File: src/hw/rtl/dxt_pkg.sv
// ----------------------------------------------------------------------------
// DXT block decoder package
// Format codes, queue entry type and constant-divide helpers.
// ----------------------------------------------------------------------------
package dxt_pkg;

  localparam logic [1:0] FMT_DXT1 = 2'd0;
  localparam logic [1:0] FMT_DXT3 = 2'd1;
  localparam logic [1:0] FMT_DXT5 = 2'd2;

  // One decoded block waiting for pixel output.
  typedef struct packed {
    logic [1:0]             fmt;
    logic                   trans3;  // DXT1 three-colour mode: entry 3 is transparent
    logic [3:0][2:0][7:0]   cpal;    // [entry][0=red,1=green,2=blue]
    logic [7:0][7:0]        apal;
    logic [31:0]            cidx;
    logic [63:0]            ahalf;
  } dxt_entry_t;

  // x / 3, exact for x < 768
  function automatic logic [7:0] div3(input logic [10:0] x);
    logic [20:0] p;
    p = {10'd0, x} * 21'd683;
    return p[18:11];
  endfunction

  // x / 5, exact for x <= 1275
  function automatic logic [7:0] div5(input logic [10:0] x);
    logic [22:0] p;
    p = {12'd0, x} * 23'd3277;
    return p[21:14];
  endfunction

  // x / 7, exact for x <= 1785
  function automatic logic [7:0] div7(input logic [10:0] x);
    logic [22:0] p;
    p = {12'd0, x} * 23'd2341;
    return p[21:14];
  endfunction

endpackage

File: src/hw/rtl/dxt_in_if.sv
// ----------------------------------------------------------------------------
// DXT block input channel
// Valid/ready channel carrying one compressed 4x4 block.
// ----------------------------------------------------------------------------
interface dxt_in_if;
  logic        valid;
  logic        ready;
  logic [63:0] first_half;
  logic [63:0] second_half;

  modport source (output valid, output first_half, output second_half, input ready);
  modport sink   (input valid, input first_half, input second_half, output ready);
endinterface

File: src/hw/rtl/dxt_out_if.sv
// ----------------------------------------------------------------------------
// DXT pixel output channel
// Valid/ready channel carrying one decoded pixel.
// ----------------------------------------------------------------------------
interface dxt_out_if;
  logic       valid;
  logic       ready;
  logic [3:0] pixel_index;
  logic [7:0] red;
  logic [7:0] green;
  logic [7:0] blue;
  logic [7:0] alpha;
  logic       last;

  modport source (output valid, output pixel_index, output red, output green,
                  output blue, output alpha, output last, input ready);
  modport sink   (input valid, input pixel_index, input red, input green,
                  input blue, input alpha, input last, output ready);
endinterface

File: src/hw/rtl/dxt_block_decoder.sv
// Path: a block passes the front register, the block queue and the output register
//   on its way to the first pixel; pixels follow one per cycle while pix_o.ready is high.
// Throughput: one pixel per cycle when the output does not stall, set by the output register.
// Input accepts while the block queue has room, so blocks overlap output.
// Reset: async active low; clears pipe, queue and counters, format to DXT1.
// ----------------------------------------------------------------------------
// DXT block decoder
// S3TC DXT1/DXT3/DXT5 4x4 block decompression to raster-order pixels.
// ----------------------------------------------------------------------------
module dxt_block_decoder #(
  parameter int unsigned QUEUE_DEPTH = 2
) (
  input  logic       clk_i,
  input  logic       rst_ni,
  input  logic       cfg_we_i,
  input  logic [1:0] cfg_wdata_i,
  dxt_in_if.sink     blk_i,
  dxt_out_if.source  pix_o
);
  import dxt_pkg::*;

  logic [1:0] fmt_q;
  logic       push, full, q_valid, pop;
  dxt_entry_t entry, head;

  always_ff @(posedge clk_i or negedge rst_ni) begin
    if (!rst_ni) begin
      fmt_q <= FMT_DXT1;
    end else if (cfg_we_i) begin
      fmt_q <= cfg_wdata_i;
    end
  end

  dxt_front u_front (
    .clk_i   (clk_i),
    .rst_ni  (rst_ni),
    .fmt_i   (fmt_q),
    .blk_i   (blk_i),
    .full_i  (full),
    .push_o  (push),
    .entry_o (entry)
  );

  dxt_queue #(
    .DEPTH (QUEUE_DEPTH)
  ) u_queue (
    .clk_i   (clk_i),
    .rst_ni  (rst_ni),
    .push_i  (push),
    .entry_i (entry),
    .full_o  (full),
    .pop_i   (pop),
    .valid_o (q_valid),
    .head_o  (head)
  );

  dxt_back u_back (
    .clk_i   (clk_i),
    .rst_ni  (rst_ni),
    .valid_i (q_valid),
    .head_i  (head),
    .pop_o   (pop),
    .pix_o   (pix_o)
  );

`ifndef SYNTHESIS
  a_last_idx: assert property (@(posedge clk_i) disable iff (!rst_ni)
    pix_o.valid && pix_o.last |-> pix_o.pixel_index == 4'hF)
    else $error("last flag on a pixel other than fifteen");

  a_pix_seq: assert property (@(posedge clk_i) disable iff (!rst_ni)
    pix_o.valid && pix_o.ready && !pix_o.last |=>
      !pix_o.valid || pix_o.pixel_index == $past(pix_o.pixel_index) + 4'd1)
    else $error("pixel index out of sequence");

  a_pop_last: assert property (@(posedge clk_i) disable iff (!rst_ni)
    pop |=> pix_o.valid && pix_o.last)
    else $error("queue pop without final pixel");
`endif

endmodule

File: src/hw/rtl/dxt_front.sv
// ----------------------------------------------------------------------------
// DXT front end
// Accepts a block, builds colour and alpha palettes, pushes them to the queue.
// ----------------------------------------------------------------------------
module dxt_front (
  input  logic                clk_i,
  input  logic                rst_ni,
  input  logic [1:0]          fmt_i,
  dxt_in_if.sink              blk_i,
  input  logic                full_i,
  output logic                push_o,
  output dxt_pkg::dxt_entry_t entry_o
);
  import dxt_pkg::*;

  logic        valid_q, valid_d;
  logic [63:0] first_q, second_q;
  logic [1:0]  fmt_q;
  logic        accept;

  logic [63:0] chalf;
  logic [15:0] c0, c1;
  logic        four;
  logic [2:0][7:0] e0, e1;
  logic [10:0] n2, n3;
  logic [8:0]  mid;
  logic [7:0]  a0, a1;
  logic [10:0] n5, n7;

  assign blk_i.ready = !valid_q || !full_i;
  assign accept      = blk_i.valid && blk_i.ready;
  assign push_o      = valid_q && !full_i;

  always_comb begin
    valid_d = valid_q;
    if (accept) begin
      valid_d = 1'b1;
    end else if (push_o) begin
      valid_d = 1'b0;
    end
  end

  always_ff @(posedge clk_i or negedge rst_ni) begin
    if (!rst_ni) begin
      valid_q <= 1'b0;
    end else begin
      valid_q <= valid_d;
    end
  end

  always_ff @(posedge clk_i) begin
    if (accept) begin
      first_q  <= blk_i.first_half;
      second_q <= blk_i.second_half;
      fmt_q    <= fmt_i;
    end
  end

  // Colour palette, then alpha palette (DXT5)
  always_comb begin
    chalf = (fmt_q == FMT_DXT1) ? first_q : second_q;
    c0    = chalf[15:0];
    c1    = chalf[31:16];
    four  = (fmt_q != FMT_DXT1) || (c0 > c1);
    e0[0] = {c0[15:11], 3'b000};
    e0[1] = {c0[10:5], 2'b00};
    e0[2] = {c0[4:0], 3'b000};
    e1[0] = {c1[15:11], 3'b000};
    e1[1] = {c1[10:5], 2'b00};
    e1[2] = {c1[4:0], 3'b000};
    entry_o.fmt    = fmt_q;
    entry_o.trans3 = !four;
    entry_o.cidx   = chalf[63:32];
    entry_o.ahalf  = first_q;
    for (int ch = 0; ch < 3; ch++) begin
      n2  = {2'b00, e0[ch], 1'b0} + {3'b000, e1[ch]};
      n3  = {3'b000, e0[ch]} + {2'b00, e1[ch], 1'b0};
      mid = {1'b0, e0[ch]} + {1'b0, e1[ch]};
      entry_o.cpal[0][ch] = e0[ch];
      entry_o.cpal[1][ch] = e1[ch];
      entry_o.cpal[2][ch] = four ? div3(n2) : mid[8:1];
      entry_o.cpal[3][ch] = four ? div3(n3) : 8'd0;
    end

    a0 = first_q[7:0];
    a1 = first_q[15:8];
    entry_o.apal[0] = a0;
    entry_o.apal[1] = a1;
    for (int k = 1; k <= 6; k++) begin
      n7 = 11'(7 - k) * {3'b000, a0} + 11'(k) * {3'b000, a1};
      n5 = 11'(5 - k) * {3'b000, a0} + 11'(k) * {3'b000, a1};
      if (a0 > a1) begin
        entry_o.apal[k + 1] = div7(n7);
      end else if (k <= 4) begin
        entry_o.apal[k + 1] = div5(n5);
      end else if (k == 5) begin
        entry_o.apal[k + 1] = 8'd0;
      end else begin
        entry_o.apal[k + 1] = 8'd255;
      end
    end
  end

endmodule

File: src/hw/rtl/dxt_queue.sv
// ----------------------------------------------------------------------------
// DXT block queue
// Small FIFO of decoded palettes between the front and back ends.
// ----------------------------------------------------------------------------
module dxt_queue #(
  parameter int unsigned DEPTH = 2
) (
  input  logic                clk_i,
  input  logic                rst_ni,
  input  logic                push_i,
  input  dxt_pkg::dxt_entry_t entry_i,
  output logic                full_o,
  input  logic                pop_i,
  output logic                valid_o,
  output dxt_pkg::dxt_entry_t head_o
);
  import dxt_pkg::*;

  localparam int unsigned PTR_W = (DEPTH > 1) ? $clog2(DEPTH) : 1;
  localparam int unsigned CNT_W = $clog2(DEPTH + 1);

  dxt_entry_t       mem_q [DEPTH];
  logic [PTR_W-1:0] wr_ptr_q, wr_ptr_d, rd_ptr_q, rd_ptr_d;
  logic [CNT_W-1:0] cnt_q, cnt_d;
  logic             do_push, do_pop;

  assign full_o  = (cnt_q == CNT_W'(DEPTH));
  assign valid_o = (cnt_q != '0);
  assign head_o  = mem_q[rd_ptr_q];
  assign do_push = push_i && !full_o;
  assign do_pop  = pop_i && valid_o;

  always_comb begin
    wr_ptr_d = wr_ptr_q;
    rd_ptr_d = rd_ptr_q;
    cnt_d    = cnt_q;
    if (do_push) begin
      wr_ptr_d = (wr_ptr_q == PTR_W'(DEPTH - 1)) ? '0 : wr_ptr_q + 1'b1;
    end
    if (do_pop) begin
      rd_ptr_d = (rd_ptr_q == PTR_W'(DEPTH - 1)) ? '0 : rd_ptr_q + 1'b1;
    end
    if (do_push && !do_pop) begin
      cnt_d = cnt_q + 1'b1;
    end else if (do_pop && !do_push) begin
      cnt_d = cnt_q - 1'b1;
    end
  end

  always_ff @(posedge clk_i or negedge rst_ni) begin
    if (!rst_ni) begin
      wr_ptr_q <= '0;
      rd_ptr_q <= '0;
      cnt_q    <= '0;
    end else begin
      wr_ptr_q <= wr_ptr_d;
      rd_ptr_q <= rd_ptr_d;
      cnt_q    <= cnt_d;
    end
  end

  always_ff @(posedge clk_i) begin
    if (do_push) begin
      mem_q[wr_ptr_q] <= entry_i;
    end
  end

endmodule

File: src/hw/rtl/dxt_back.sv
// ----------------------------------------------------------------------------
// DXT back end
// Walks the sixteen pixels of the head block into the output register.
// ----------------------------------------------------------------------------
module dxt_back (
  input  logic                clk_i,
  input  logic                rst_ni,
  input  logic                valid_i,
  input  dxt_pkg::dxt_entry_t head_i,
  output logic                pop_o,
  dxt_out_if.source           pix_o
);
  import dxt_pkg::*;

  logic       out_valid_q, out_valid_d;
  logic [3:0] cnt_q, cnt_d;
  logic       load;

  logic [3:0] pix_q;
  logic [7:0] red_q, green_q, blue_q, alpha_q;
  logic       last_q;

  logic [1:0] ci;
  logic [3:0] nib;
  logic [5:0] abit;
  logic [2:0] ai;
  logic [7:0] alpha;

  assign load  = valid_i && (!out_valid_q || pix_o.ready);
  assign pop_o = load && (cnt_q == 4'hF);

  always_comb begin
    ci   = head_i.cidx[{cnt_q, 1'b0} +: 2];
    nib  = head_i.ahalf[{cnt_q, 2'b00} +: 4];
    abit = {2'b00, cnt_q} + {1'b0, cnt_q, 1'b0} + 6'd16;
    ai   = head_i.ahalf[abit +: 3];
    if (head_i.fmt == FMT_DXT1) begin
      alpha = (head_i.trans3 && (ci == 2'd3)) ? 8'd0 : 8'd255;
    end else if (head_i.fmt == FMT_DXT3) begin
      alpha = {nib, nib};
    end else begin
      alpha = head_i.apal[ai];
    end
  end

  always_comb begin
    out_valid_d = out_valid_q;
    cnt_d       = cnt_q;
    if (load) begin
      out_valid_d = 1'b1;
      cnt_d       = cnt_q + 4'd1;
    end else if (pix_o.ready) begin
      out_valid_d = 1'b0;
    end
  end

  always_ff @(posedge clk_i or negedge rst_ni) begin
    if (!rst_ni) begin
      out_valid_q <= 1'b0;
      cnt_q       <= 4'd0;
    end else begin
      out_valid_q <= out_valid_d;
      cnt_q       <= cnt_d;
    end
  end

  always_ff @(posedge clk_i) begin
    if (load) begin
      pix_q   <= cnt_q;
      red_q   <= head_i.cpal[ci][0];
      green_q <= head_i.cpal[ci][1];
      blue_q  <= head_i.cpal[ci][2];
      alpha_q <= alpha;
      last_q  <= (cnt_q == 4'hF);
    end
  end

  assign pix_o.valid       = out_valid_q;
  assign pix_o.pixel_index = pix_q;
  assign pix_o.red         = red_q;
  assign pix_o.green       = green_q;
  assign pix_o.blue        = blue_q;
  assign pix_o.alpha       = alpha_q;
  assign pix_o.last        = last_q;

endmodule
File: src/flat_wrapper.sv
// flat-port wrapper written by rule: the top's interface ports become plain ports
module dxt_block_decoder_flat import dxt_pkg::*;
#(
  parameter int unsigned QUEUE_DEPTH = 2
)
  (clk_i, rst_ni, cfg_we_i, cfg_wdata_i, blk_i_valid, blk_i_first_half, blk_i_second_half, blk_i_ready, pix_o_valid, pix_o_pixel_index, pix_o_red, pix_o_green, pix_o_blue, pix_o_alpha, pix_o_last, pix_o_ready);
  dxt_in_if blk_i_i ();
  dxt_out_if pix_o_i ();
  input  logic clk_i;
  input  logic rst_ni;
  input  logic cfg_we_i;
  input  logic [1:0] cfg_wdata_i;
  input wire logic [$bits(blk_i_i.valid)-1:0] blk_i_valid;
  input wire logic [$bits(blk_i_i.first_half)-1:0] blk_i_first_half;
  input wire logic [$bits(blk_i_i.second_half)-1:0] blk_i_second_half;
  output wire logic [$bits(blk_i_i.ready)-1:0] blk_i_ready;
  output wire logic [$bits(pix_o_i.valid)-1:0] pix_o_valid;
  output wire logic [$bits(pix_o_i.pixel_index)-1:0] pix_o_pixel_index;
  output wire logic [$bits(pix_o_i.red)-1:0] pix_o_red;
  output wire logic [$bits(pix_o_i.green)-1:0] pix_o_green;
  output wire logic [$bits(pix_o_i.blue)-1:0] pix_o_blue;
  output wire logic [$bits(pix_o_i.alpha)-1:0] pix_o_alpha;
  output wire logic [$bits(pix_o_i.last)-1:0] pix_o_last;
  input wire logic [$bits(pix_o_i.ready)-1:0] pix_o_ready;
  assign blk_i_i.valid = blk_i_valid;
  assign blk_i_i.first_half = blk_i_first_half;
  assign blk_i_i.second_half = blk_i_second_half;
  assign blk_i_ready = blk_i_i.ready;
  assign pix_o_valid = pix_o_i.valid;
  assign pix_o_pixel_index = pix_o_i.pixel_index;
  assign pix_o_red = pix_o_i.red;
  assign pix_o_green = pix_o_i.green;
  assign pix_o_blue = pix_o_i.blue;
  assign pix_o_alpha = pix_o_i.alpha;
  assign pix_o_last = pix_o_i.last;
  assign pix_o_i.ready = pix_o_ready;
  dxt_block_decoder #(.QUEUE_DEPTH(QUEUE_DEPTH)) u_core (.clk_i(clk_i), .rst_ni(rst_ni), .cfg_we_i(cfg_we_i), .cfg_wdata_i(cfg_wdata_i), .blk_i(blk_i_i), .pix_o(pix_o_i));
endmodule
File: config.mk
export PLATFORM = sky130hd
export DESIGN_NAME = dxt_block_decoder_flat
export DESIGN_NICKNAME = d
export VERILOG_FILES = /design/src/hw/rtl/dxt_pkg.sv /design/src/hw/rtl/dxt_in_if.sv /design/src/hw/rtl/dxt_out_if.sv /design/src/hw/rtl/dxt_block_decoder.sv /design/src/hw/rtl/dxt_front.sv /design/src/hw/rtl/dxt_queue.sv /design/src/hw/rtl/dxt_back.sv /design/src/flat_wrapper.sv
export SDC_FILE = /design/constraint.sdc
export NUM_CORES = 2
export LEC_CHECK = 0
export BUFFER_PORTS_ARGS = -buffer_cell sky130_fd_sc_hd__buf_2
export CAP_MARGIN = 10
export CORE_MARGIN = 10
export CORE_UTILIZATION = 50
export DETAILED_ROUTE_END_ITERATION = 6
export PLACE_DENSITY = 0.72
export SETUP_SLACK_MARGIN = 0.02
export SYNTH_ARGS = -nofsm -noshare
export SYNTH_HDL_FRONTEND = slang
export SYNTH_HIERARCHICAL = 1
export SYNTH_SLANG_ARGS = --single-unit
File: constraint.sdc
create_clock -name clk_i -period 30 [get_ports clk_i]
set_input_delay 1.5 -clock clk_i [delete_from_list [all_inputs] [get_ports clk_i]]
set_output_delay 1.5 -clock clk_i [all_outputs]
set_load 0.02 [all_outputs]
After elaboration in Yosys (flattened, before gate mapping):

Memories as Yosys holds them, arrays and structs flattened.
Cells that the tools add are included.

* register bits: 179
* bits in writable memories: 486
* input port bits: 135
* logic and storage cells: 131
* memories: 1

Memory list
* u_core.u_queue.mem_q: words 2, width 243, rd ports 1, clocked after Yosys merged registers in 0, wr ports 1, RTL line dxt_queue.sv:22 `dxt_entry_t mem_q [DEPTH];`

* add/sub/neg operators: 26
* multipliers: 22
* magnitude comparators: 4
* equality and inequality tests: 4
* shifts and indexed selects: 3
* muxes and demuxes: 30
* reductions and logical operators: 25

Operators by type and width (number)
* multiplier 11 x 12 -> 22 bit (second input constant): 10
* 2-to-1 mux 8 bit: 16
* multiplier 10 x 10 -> 19 bit (second input constant): 6
* 2-to-1 mux 64 bit: 1
* variable part select 64 x 7 -> 3 bit: 1
* variable part select 64 x 7 -> 4 bit: 1
* binary-select mux 24 bit (select 2 bit): 1
* multiplier 2 x 8 -> 10 bit (first input constant): 4
* variable part select 32 x 6 -> 2 bit: 1
* adder 8 x 9 -> 10 bit: 3
* adder 9 x 8 -> 10 bit: 3
* adder 8 x 8 -> 9 bit: 3
* binary-select mux 8 bit (select 3 bit): 1
* 2-to-1 mux 24 bit: 1
* adder 10 x 10 -> 11 bit: 2
* multiplier 3 x 8 -> 11 bit (first input constant): 2
* > comparator 16 bit: 1
* adder 10 x 8 -> 11 bit: 1
* adder 10 x 9 -> 11 bit: 1
* adder 11 x 8 -> 11 bit: 1
* adder 11 x 9 -> 11 bit: 1
* adder 8 x 10 -> 11 bit: 1
* adder 8 x 11 -> 11 bit: 1
* adder 9 x 10 -> 11 bit: 1
* other kinds (20): 50

Longest topological paths before layout:

* word-level depth: 8
* gate-level depth with buffers: 32
* mapped depth without buffers: 32

Hierarchy:

Netlist, hierarchy kept.

Modules (own cells, without submodules)
* dxt_front: times used 1, cells each 3556, area an instance 35104.9 µm²
* dxt_queue: times used 1, cells each 825, area an instance 19708.9 µm²
* dxt_back: times used 1, cells each 408, area an instance 5232.5 µm²
* dxt_block_decoder: times used 1, cells each 4, area an instance 72.6 µm²

Worst setup path before layout:

No wires, ideal clock.

* path kind: register to register
* start point: register u_core.u_queue.cnt_q[0]
* end point: memory u_core/u_queue/mem_q[0][0] (netlist name) (enable)
* library setup time: 0.883 ns
* arrival time: 11.522 ns
* path slack: 17.595 ns
* cell stages (with the launch flop): 6
* path buffers: 0
* period minus slack after synthesis: 12.405 ns
* cells stage by stage: dfrtp_1 -> nand2b_1 -> inv_1 -> nor2b_1 -> nand2_1 -> nor2_1

* longest elaborated chain between the ends: 6

RTL lines
* from (decl): RTL line dxt_queue.sv:24 `logic [CNT_W-1:0] cnt_q, cnt_d;`
* from (signal assigned): RTL line dxt_queue.sv:58 `cnt_q <= cnt_d;`
* == test 2 bit: RTL line dxt_queue.sv:27 `assign full_o = (cnt_q == CNT_W'(DEPTH));`
* net u_core.full: RTL line dxt_block_decoder.sv:23 `logic push, full, q_valid, pop;`
* zero test 1 bit: RTL line dxt_front.sv:32 `assign push_o = valid_q && !full_i;`
* logical AND 1 bit: RTL line dxt_front.sv:32
* net u_core.push: RTL line dxt_block_decoder.sv:23
* logical AND 1 bit: RTL line dxt_queue.sv:30 `assign do_push = push_i && !full_o;`
* 2-to-1 mux 1 bit: RTL line dxt_queue.sv:63 `if (do_push) begin`
* 2-to-1 mux 1 bit (implied by the code): RTL line dxt_queue.sv:64 `mem_q[wr_ptr_q] <= entry_i;`
* to (decl): RTL line dxt_queue.sv:22

The timed path passes the listed nets, and every way through them passes these cells.

==> metrics <==
status completed; Max Fclk 114 MHz; Post-synth EDFFs 685; TritonCTS sink count 697; GPL Wtd Cong 0.911; Final Cycle Share 29.2%; CTS root buf clkbuf_16; Cells after DPL 6519; hpwl dp 107 mm; Final Max Slew Viols 0; slew margin rel. 26.0%; Post-CTS Setup Bufs 0; worst-path fanout max 25; synth-to-layout area growth 8.14%; worst hold path type flop to flop; vias in the first global route 38957; Hold Buf Count CTS 0; Critical Path End Type flop; syn_area_per_cell 12.5 sq um; dpl ws 21.40 ns; largest net degree at the start of global routing 68; clock edge transition at the registers on the reported setup and hold paths 0.06 ns; CTS buffer count 74; H-tree depth 3; clock skew 0.0324 ns; unrepaired setup endpoints after global routing false; IO buf count 173; FP Rows 127; largest area contributor in the netlist edfxtp_1; clk buf depth 3; asr flop ratio synth 1.72%; Top FF cell, synth edfxtp_1; I/O pin count 174; Req. time, crit path 30.46 ns; initial antenna violation count 14; synthesized cell area 0.0601 sq mm; synthesis-stage register bit count 697; CTS-repair resized insts 0; Yosys cell types 93; Die Y 367 um; nets 6524; Worst-Margin Slew 1.10 ns; Starting Density 50.2%; die area 0.135 sq mm; register area share after synthesis 34.7%; Final Hold Vio Count 0; final cell count without fillers 6652; setup TNS 0 ns; post-synth top area share 34.2%; WL final 138 mm; cell mode on critical path ha_1; drt initial violations 2746; CP Launch Type flop; # setup viols final 0; Synth Instances 4793; slowest CP cell o41ai_1; DRT antenna net count 0; DR vias 37255; commonest cells in the netlist ha_1, edfxtp_1, inv_1; Clk Latency, worst-skew pair 0.65 ns; WL per Instance 20.7 um; count leader, synth ha_1; GRT overflow 0; GRT Total Usage 20.3%; Max-cap violations 0; Post-Layout Inst Area 0.0650 sq mm; Yosys warnings 6; Die X 367 um; top post-synthesis cells by area edfxtp_1, ha_1, fa_1; CTS tree yes; Pre-antenna DRT Iters 6; crit path kind flop to flop; DP Area 0.0627 sq mm; core area 0.120 sq mm; fin worst setup slack 21.23 ns; first-pass GRT wire length 218 mm; Tmin final 8.77 ns; Worst EP arrival 9.23 ns; drt drc 0; crit-path max cell delay 0.67 ns; share of post-route cells with drive strength above 1 15.1%; DR vias/cell 5.60
==> metrics by stage <==
stage          util, %  hold slack, ns
5_1_grt           54.3           0.504
2_1_floorplan        -           0.421
4_1_cts           54.3           0.495
3_3_place_gp      52.4           0.445
3_5_place_dp      52.4           0.476
6_report          54.3           0.498
==> routing by layer <==
metal / GRT usage [%] / routed length, um / vias up
li1: - / - / 17647
met1: 26.8 / 59000 / 18405
met2: 34.2 / 66200 / 964
met3: 3.49 / 8540 / 225
met4: 5.82 / 3920 / 14
met5: 0 / 89 / -
==> path summary, 6_finish.rpt <==
kind / from / to / slack, ns / cells past startpoint
hold / removal: u_core/u_queue/cnt_q[1] / u_core/u_queue/cnt_q[1] / 0.50 / 1
min in group asynchronous: rst_ni / u_core/u_queue/cnt_q[1] / 0.75 / 1
max in group asynchronous: rst_ni / u_core/u_back/cnt_q[0] / 28.97 / 1
setup / recovery: u_core/u_front/first_q[8] / u_core/u_queue/mem_q[0][135] / 21.23 / 29
hold reg to reg: u_core/u_queue/cnt_q[1] / u_core/u_queue/cnt_q[1] / 0.50 / 1
setup reg to reg: u_core/u_front/first_q[8] / u_core/u_queue/mem_q[0][135] / 21.23 / 29
==> logic make-up (layout without fill, tap and decap cells) <==
| family | count (synthesis) | count (layout) | synth area share [%] |
|---|---|---|---|
| buffers and inverters | 782 | 1013 | 5.52 |
| and+or+nand+nor | 594 | 594 | 4.80 |
| adders and majority gates | 1406 | 1406 | 33.1 |
| muxes | 461 | 461 | 11.3 |
| other | 1 | 17 | 0.00624 |
| AOI/OAI and AO/OA | 596 | 596 | 6.82 |
| xor gates and xnor gates | 256 | 256 | 3.74 |
| DFF | 697 | 697 | 34.7 |
==> cells in the final DEF (no fill, tap or decap), types with 54 or more instances in the layout <==
cell type and instances:
nand2_1 126, xor2_1 73, nor3_1 54, buf_2 173
inv_1 655, mux2_2 100, xnor2_1 181, fa_1 308
a21oi_1 153, mux2_4 201, nor2_1 181, a21o_1 69
clkbuf_16 76, edfxtp_1 685, ha_1 1098, mux2i_1 77
mux4_2 83, o21ai_0 98
==> layout make-up <==
class	instances	area [sq um]
clock buffers	85	1940
inverters	656	2460
multi-input cells	3329	36000
fillers	9893	54600
diodes	1	2.50
clock inverters	47	422
repair buffers	225	1260
flip-flops and latches	697	20900
well taps	1612	2020
==> critical path: cells and delay by family, from the launching register on <==
| family | cells | cell delay [ns] |
|---|---|---|
| AO/OA/AOI/OAI | 11 | 3.41 |
| adder cells (fa/ha/maj) | 9 | 3.29 |
| AND/OR/NAND/NOR | 4 | 0.64 |
| buffers and inverters | 3 | 0.45 |
| XOR/XNOR | 2 | 0.42 |
| flip-flops | 1 | 0.35 |
==> registers in the layout, summed over array words and instances (netlist names) <==
signal and count:
u_core/u_back/pix_o.pixel_index 4, u_core/u_front/fmt_q 2, u_core/u_back/pix_o.green 8, u_core/u_back/pix_o.last 1, u_core/u_queue/cnt_q 2, u_core/fmt_q 2
u_core/u_back/pix_o.valid 1, u_core/u_queue/wr_ptr_q 1, u_core/u_back/pix_o.alpha 8, u_core/u_front/first_q 64, u_core/u_queue/mem_q 518, u_core/u_back/cnt_q 4
u_core/u_front/valid_q 1, u_core/u_front/second_q 64, u_core/u_back/pix_o.blue 8, u_core/u_back/pix_o.red 8, u_core/u_queue/rd_ptr_q 1
Power is not shown: default switching activity piles up to over one toggle a cycle in this logic, so the estimate is an artifact.
